`src/dtd_pkg.sv`:
```
// Shared types, constants and the branch delay table of the time deinterleaver.
// No dependencies; imported by every module of the block.
package dtd_pkg;

    localparam int SOFT_W             = 16;
    localparam int FRAME_LEN_W        = 15;
    localparam int SLOT_W             = 4;
    localparam int WARM_W             = 5;
    localparam int WARMUP_FRAMES      = 16;
    localparam int DEF_MAX_FRAME_BITS = 16384;
    localparam int RST_FRAME_BITS     = 16384;

    typedef logic [SLOT_W-1:0] slot_t;

    typedef struct packed {
        slot_t wr_slot;
        slot_t rd_slot;
        logic  bypass;
        logic  last;
        logic  emit;
    } dtd_step_t;

    function automatic slot_t branch_delay(input slot_t branch);
        slot_t d;
        case (branch)
            4'd0:    d = 4'd15;
            4'd1:    d = 4'd7;
            4'd2:    d = 4'd11;
            4'd3:    d = 4'd3;
            4'd4:    d = 4'd13;
            4'd5:    d = 4'd5;
            4'd6:    d = 4'd9;
            4'd7:    d = 4'd1;
            4'd8:    d = 4'd14;
            4'd9:    d = 4'd6;
            4'd10:   d = 4'd10;
            4'd11:   d = 4'd2;
            4'd12:   d = 4'd12;
            4'd13:   d = 4'd4;
            4'd14:   d = 4'd8;
            default: d = 4'd0;
        endcase
        return d;
    endfunction

endpackage

```
`src/dtd_ctrl.sv`:
```
// Frame position, frame slot and warm-up counters plus the frame length register.
// Depends on dtd_pkg.
module dtd_ctrl
    import dtd_pkg::*;
#(
    parameter int MAX_FRAME_BITS = DEF_MAX_FRAME_BITS,
    parameter int POS_W          = $clog2(MAX_FRAME_BITS)
)
(
    input  logic                   clk,
    input  logic                   rst_n,
    input  logic                   cfg_valid,
    input  logic [FRAME_LEN_W-1:0] cfg_data,
    input  logic                   accept,
    output logic [POS_W-1:0]       pos,
    output dtd_step_t              step
);

    localparam int RST_LEN = (RST_FRAME_BITS > MAX_FRAME_BITS) ? MAX_FRAME_BITS
                                                                : RST_FRAME_BITS;
    localparam logic [POS_W-1:0] RST_LM1 = POS_W'(RST_LEN - 1);
    localparam logic [POS_W-1:0] MAX_LM1 = POS_W'(MAX_FRAME_BITS - 1);
    localparam logic [FRAME_LEN_W-1:0] MAX_LEN = FRAME_LEN_W'(MAX_FRAME_BITS);
    localparam logic [WARM_W-1:0] WARM_DONE = WARM_W'(WARMUP_FRAMES);

    logic [POS_W-1:0]  lm1_reg, lm1_next;
    logic [POS_W-1:0]  pos_reg, pos_next;
    slot_t             slot_reg, slot_next;
    logic [WARM_W-1:0] warm_reg, warm_next;
    logic              last;
    slot_t             rd_slot;

    always_comb
    begin
        lm1_next = lm1_reg;
        if (cfg_valid)
        begin
            if (cfg_data == '0)
                lm1_next = '0;
            else if (cfg_data > MAX_LEN)
                lm1_next = MAX_LM1;
            else
                lm1_next = POS_W'(cfg_data - FRAME_LEN_W'(1));
        end
    end

    assign last    = (pos_reg >= lm1_reg);
    assign pos     = last ? lm1_reg : pos_reg;
    assign rd_slot = slot_reg - branch_delay(pos[SLOT_W-1:0]);

    assign step.wr_slot = slot_reg;
    assign step.rd_slot = rd_slot;
    assign step.bypass  = (branch_delay(pos[SLOT_W-1:0]) == '0);
    assign step.last    = last;
    assign step.emit    = (warm_reg == WARM_DONE);

    always_comb
    begin
        pos_next  = pos_reg;
        slot_next = slot_reg;
        warm_next = warm_reg;
        if (accept)
        begin
            if (last)
            begin
                pos_next  = '0;
                slot_next = slot_reg + slot_t'(1);
                if (warm_reg != WARM_DONE)
                    warm_next = warm_reg + WARM_W'(1);
            end
            else
            begin
                pos_next = pos_reg + POS_W'(1);
            end
        end
    end

    always_ff @(posedge clk or negedge rst_n)
    begin
        if (!rst_n)
        begin
            lm1_reg  <= RST_LM1;
            pos_reg  <= '0;
            slot_reg <= '0;
            warm_reg <= '0;
        end
        else
        begin
            lm1_reg  <= lm1_next;
            pos_reg  <= pos_next;
            slot_reg <= slot_next;
            warm_reg <= warm_next;
        end
    end

`ifndef SYNTH
    a_last_wraps: assert property (@(posedge clk) disable iff (!rst_n)
        accept && last |=> pos_reg == '0 && slot_reg == $past(slot_reg) + slot_t'(1))
        else $error("position did not wrap at frame end");
    a_pos_advances: assert property (@(posedge clk) disable iff (!rst_n)
        accept && !last |=> pos_reg == $past(pos_reg) + POS_W'(1)
                            && slot_reg == $past(slot_reg))
        else $error("position did not advance");
    a_warm_sat: assert property (@(posedge clk) disable iff (!rst_n)
        warm_reg == WARM_DONE |=> warm_reg == WARM_DONE)
        else $error("warm-up count left saturation");
    a_bypass_slot: assert property (@(posedge clk) disable iff (!rst_n)
        step.bypass |-> step.rd_slot == step.wr_slot)
        else $error("zero-delay branch reads another slot");
`endif

endmodule

```
`config.mk`:
```
export PLATFORM = sky130hd
export DESIGN_NAME = dtd_ctrl
export DESIGN_NICKNAME = d
export VERILOG_FILES = /design/src/dtd_pkg.sv /design/src/dtd_ctrl.sv
export SDC_FILE = /design/constraint.sdc
export NUM_CORES = 1
export LEC_CHECK = 0
export CAP_MARGIN = 5
export CELL_PAD_IN_SITES_DETAIL_PLACEMENT = 0
export CELL_PAD_IN_SITES_GLOBAL_PLACEMENT = 2
export CORE_MARGIN = 2
export CORE_UTILIZATION = 39
export CTS_CLUSTER_SIZE = 10
export DETAILED_ROUTE_END_ITERATION = 8
export DONT_BUFFER_PORTS = 1
export PLACE_DENSITY = 0.82
export RECOVER_POWER = 100
export SETUP_SLACK_MARGIN = 0.15
export SYNTH_ARGS = -nofsm -noshare
export SYNTH_HDL_FRONTEND = slang
export SYNTH_SLANG_ARGS = --single-unit
export TNS_END_PERCENT = 100
```
`constraint.sdc`:
```
create_clock -name clk -period 4.84 [get_ports clk]
set_clock_uncertainty 0.2 [all_clocks]
set_input_delay 0.968 -clock clk [delete_from_list [all_inputs] [get_ports clk]]
set_output_delay 0.968 -clock clk [all_outputs]
set_load 0.1 [all_outputs]
```
Word-level counts from Yosys, hierarchy flattened
Memories as Yosys holds them, arrays and structs flattened.
Index checks and enable logic that the tools add are counted.
{"block": "word_totals", "elab_cells": 23, "ramBits": 0, "n_memories": 2, "mem_bits_ro": 128, "latchBits": 0, "input_bits": 19, "regBits": 37}
{"memory": "(name not given)", "depth": 16, "width": 4, "rd": 1, "rd_ports_with_merged_regs": 0, "write_ports": 0, "line": "dtd_pkg.sv:25", "source": "case (branch)"}
{"memory": "(name not given)", "depth": 16, "width": 4, "rd": 1, "rd_ports_with_merged_regs": 0, "write_ports": 0, "line": "dtd_pkg.sv:25"}
{"block": "op_classes", "order_cmp": 2, "n_eq_ne": 2, "shifts": 0, "div": 0, "muxes": 4, "n_reduce_logical": 4, "add_sub_neg": 5, "n_bitwise": 0, "mul": 0}
{"cell": "14-bit 2-to-1 mux", "count": 4}
{"cell": "15-bit > comparator, second input constant", "count": 1}
{"cell": "15-bit logical NOT", "count": 1}
{"cell": "14-bit by 1-bit adder with 14-bit output, second input constant", "count": 1}
{"cell": "14-bit >= comparator", "count": 1}
{"cell": "14-bit by 1-bit subtractor with 14-bit output, second input constant", "count": 1}
{"cell": "5-bit by 1-bit adder with 5-bit output, second input constant", "count": 1}
{"cell": "5-bit == test, second input constant", "count": 1}
{"cell": "5-bit inequality test, second input constant", "count": 1}
{"cell": "4-bit by 1-bit adder with 4-bit output, second input constant", "count": 1}
{"cell": "4-bit logical NOT", "count": 1}
{"cell": "4-bit subtractor", "count": 1}
{"cell": "3-bit AND reduction", "count": 1}
{"cell": "2-bit AND reduction", "count": 1}

Longest topological paths before layout
An unclocked memory read counts as a cell.
{"block": "depth", "ltp_word": 4, "ltp_mapped": 14, "mapped_depth_nobuf": 13}

Least setup slack after synthesis
OpenSTA, ideal clock, no wires.
{"block": "synth_timing", "kind": "register to output", "from": "register lm1_reg[12]", "to": "output port step[6] (netlist bit)", "slack_ns": -1.468, "path_buffers": 1, "arrival_ns": 5.140, "path_stages_with_launch": 14, "path_cell_list": "dfstp_2 inv_1 ha_1 a21oi_1 nand2_1 a221o_1 a41o_1 buf_1 mux2_1 ha_1 a21o_1 a21oi_1 xor2_1 xnor2_1"}
{"item": "start: declaration", "line": "dtd_ctrl.sv:26", "source": "logic [POS_W-1:0] lm1_reg, lm1_next;"}
{"item": "start signal: assignment", "line": "dtd_ctrl.sv:89", "source": "lm1_reg <= lm1_next;"}
{"item": "end: declaration", "line": "dtd_ctrl.sv:16", "source": "output dtd_step_t step"}

==> out/results.tsv <==
stage	metric	value	unit
global_routing	grt_overflow_total	0	
pwr	combPwrFrac	51.0	%
die	fp.dieArea	0.00736	sq mm
drt	wirelength	6.15	mm
setup_path	r2r_cells	8	
setup_path	crit_buf_inv	3	
placement	portBuffers	0	
global_routing	antenna_found_initial	0	
sta	worst_slack	0.169	ns
setup_path	crit_path_max_incr_delay	0.56	ns
sta	tns	0	ns
drt	vias_per_cell	5.43	
sta	final_max_slew_viol_count	0	
drt	ant_nets	0	
setup_path	critPathMaxFanout	5	
setup_path	crit_path_top_delay_cell	dfstp_1	
sta	fin_crit_sh	96.5	%
setup_path	end_kind	output pin	
die	ios	44	
yosys	synth_warnings	0	
yosys	synth_xor_area_share	9.40	%
min_path	hp-class	in2async	
sta	min_period	4.67	ns
drt	wl_per_cell	16.0	um
pwr	p_leak	1.45	nW
yosys	avgSynthCellArea	9.31	sq um
job	maxCapViolCount	0	
yosys	synthAdderAreaFrac	12.1	%
global_routing	grt_max_degree	38	
cts	numCtsBuffers	5	
yosys	yosys.area_share.simple	16.3	%
yosys	syn_inst	280	
setup_path	cpMostUsedCell	buf_4	
drt	first_pass_iters	6	
global_routing	grt_pass1_vias	2064	
pwr	cell_internal_pwr	0.000690	W
placement	place_ws	0.399	ns
cts	cts.sinks	37	
sta	setup_viol	0	
sta	maxSlewHeadroom	1.79	%
finish	n_antenna_cell	0	
die	die_h	85.8	um
pwr	p_sw	0.000673	W
finish	final_nets	348	
setup_path	path_cells	inv_1 > ha_4 > nand4_1 > o21ai_2 > a221o_1 > a41o_4 > mux2_4 > buf_4 > fa_1 > xor2_4 > buf_4	
finish	drive_above_1_share	27.7	%
sta	fmaxAchievable	214	MHz
cts	clk_path_buf_depth	2	
pwr	netSwitchingFraction	49.4	%
finish	final_common_cell	dfrtp_1	
setup_path	cp_num_cells	11	
yosys	ys_types	43	
setup_path	crit_type	reg2out	
pwr	power.share.clock	17.8	%
setup_path	critical_path.top_delay_family	adder cells	
pwr	power_density	424	mW/mm^2
yosys	synth_fp_nets	322	
sta	rsz0062_at_grt	yes	
setup_path	crit_required	3.67	ns
yosys	synthMuxAreaShare	7.77	%
drt	drt_iter0_markers	104	
finish	final_cell_mix	23 x dfrtp_1, 22 x inv_1, 20 x nor2_1, 15 x xor2_1	
cts	path_clk_slew	0.07	ns
cts	postCtsHoldBufs	0	
setup_path	arrival	3.50	ns
yosys	syn_area	0.00261	sq mm
pwr	peakVddDrop	0.000200	V
global_routing	track_usage	17.6	%
drt	drcViolationCount	3	
global_routing	grt_pass1_wl	10.1	mm
setup_path	start_kind	flip-flop	
placement	dp_hpwl	4.32	mm
run_status	violations	design-rule violations	
pwr	power_frac_seq	31.2	%
yosys	synth_top_family_by_area	simple AND/OR/NAND/NOR gates	
yosys	ys_seq_elements	37	
cts	htree_levels	2	
yosys	yosysSeqAreaShare	36.2	%
die	initial_utilization	40.6	%
die	floorplan.rows	29	
run_status	status	finished with violations	
cts	cts_tree	done	
die	die_w	85.8	um
cts	cts-root-buf	clkbuf_8	
cts	clk_latency	0.29	ns
yosys	synth_compound_area_share	12.0	%
die	core_area	0.00642	sq mm
placement	gp_congestion	0.776	
drt	dr_total_vias	2086	
sta	hold_viol_final	0	
finish	area_delta_synth_final	23.3	%
sta	worstMarginPinSlew	1.47	ns
## final cells by class
type                    count  area, sq um
fillers                   612         3210
multi-input cells         203         1780
flip-flops and latches     37          943
repair buffers             30          189
inverters                  29          109
clock buffers               7         96.3
well taps                  77         96.3
clock inverters             1         5.00
## routing by layer
metal  up-vias  wire length (um)  global-route usage (%)
met1      1015              2930                    23.7
met5         -                 0                       0
li1       1025                 -                       -
met4         0                87                    4.47
met3         8               240                    4.72
met2        38              2900                    28.1
## synth_stat cells
| library cell | n | area [sq um] |
|---|---|---|
| o21bai_1 | 2 | 15.0 |
| nor3_1 | 3 | 15.0 |
| nand4_1 | 8 | 50.1 |
| mux2i_1 | 3 | 30.0 |
| a21oi_1 | 18 | 90.1 |
| nor4_4 | 1 | 21.3 |
| or3_1 | 3 | 18.8 |
| o21ai_1 | 8 | 40.0 |
| dfrtp_1 | 23 | 576 |
| buf_1 | 3 | 11.3 |
| inv_1 | 29 | 109 |
| a221o_1 | 1 | 10.0 |
| o2bb2ai_1 | 3 | 26.3 |
| nand4bb_1 | 1 | 11.3 |
| xor2_1 | 17 | 149 |
| nor2_1 | 21 | 78.8 |
| xnor2_1 | 11 | 96.3 |
| clkbuf_1 | 6 | 22.5 |
| mux2_1 | 13 | 146 |
| and2_1 | 1 | 6.26 |
| buf_4 | 1 | 7.51 |
| o221ai_1 | 1 | 8.76 |
| ha_1 | 22 | 275 |
| and4_1 | 1 | 8.76 |
| o21ai_0 | 6 | 30.0 |
| or2_1 | 1 | 6.26 |
| o211ai_1 | 7 | 52.6 |
| or4_1 | 1 | 7.51 |
| nand2_1 | 14 | 52.6 |
| nor4_1 | 4 | 25.0 |
| mux2_2 | 1 | 11.3 |
| nand3b_1 | 1 | 7.51 |
| nand2b_1 | 2 | 12.5 |
| mux2_4 | 1 | 15.0 |
| maj3_1 | 1 | 10.0 |
| buf_6 | 1 | 11.3 |
| a21o_1 | 4 | 30.0 |
| a41o_1 | 1 | 10.0 |
| dfstp_2 | 14 | 368 |
| fa_1 | 1 | 20.0 |
| and3_1 | 7 | 43.8 |
| nand3_1 | 12 | 60.1 |
| maj3_2 | 1 | 11.3 |
## worst paths after layout
check,start,end,slack (ns)
worst max-delay path,lm1_reg[4]$_DFFE_PN1P_,step[5],0.17
worst min-delay path,rst_n,slot_reg[1]$_DFFE_PN0P_,0.16
worst max register to register,lm1_reg[4]$_DFFE_PN1P_,slot_reg[1]$_DFFE_PN0P_,1.37
worst min register to register,warm_reg[4]$_DFFE_PN0P_,warm_reg[4]$_DFFE_PN0P_,0.28
max in group asynchronous,rst_n,lm1_reg[7]$_DFFE_PN1P_,4.10
min in group clk,warm_reg[4]$_DFFE_PN0P_,warm_reg[4]$_DFFE_PN0P_,0.28
## logic make-up after synthesis
family	after synthesis
XOR/XNOR	28
AND/OR/NAND/NOR	81
buffers and inverters	40
AO/OA/AOI/OAI	51
flip-flops	37
adder cells (fa/ha/maj)	25
multiplexers	18
## power by group through the flow
stage	Sequential [W]	Combinational, W	Clock [W]
floorplan	0.000403	0.000548	0
global placement	0.000417	0.000692	0
detailed placement	0.000416	0.000698	0
CTS	0.000413	0.000711	0.000246
global route	0.000432	0.000743	0.000263
finish	0.000426	0.000695	0.000243
## through the flow
step           hold WS (ns)  utilization [%]  cells  instance area (sq um)  total power [W]
3_3_place_gp          0.272             45.8    369                   2940          0.00111
2_1_floorplan         0.245                -    280                   2680         0.000951
6_report              0.160             50.0    384                   3210          0.00136
5_1_grt               0.137             50.0    384                   3210          0.00144
4_1_cts               0.156             48.2    379                   3090          0.00137
3_5_place_dp          0.268             45.8    369                   2940          0.00111
## what timing repair did
action                     CTS  global route
pin swaps                    4            20
setup endpoints to repair    2             2
buffers inserted             2             5
resized for setup            5            25
Power figures use the tool's default switching activity.
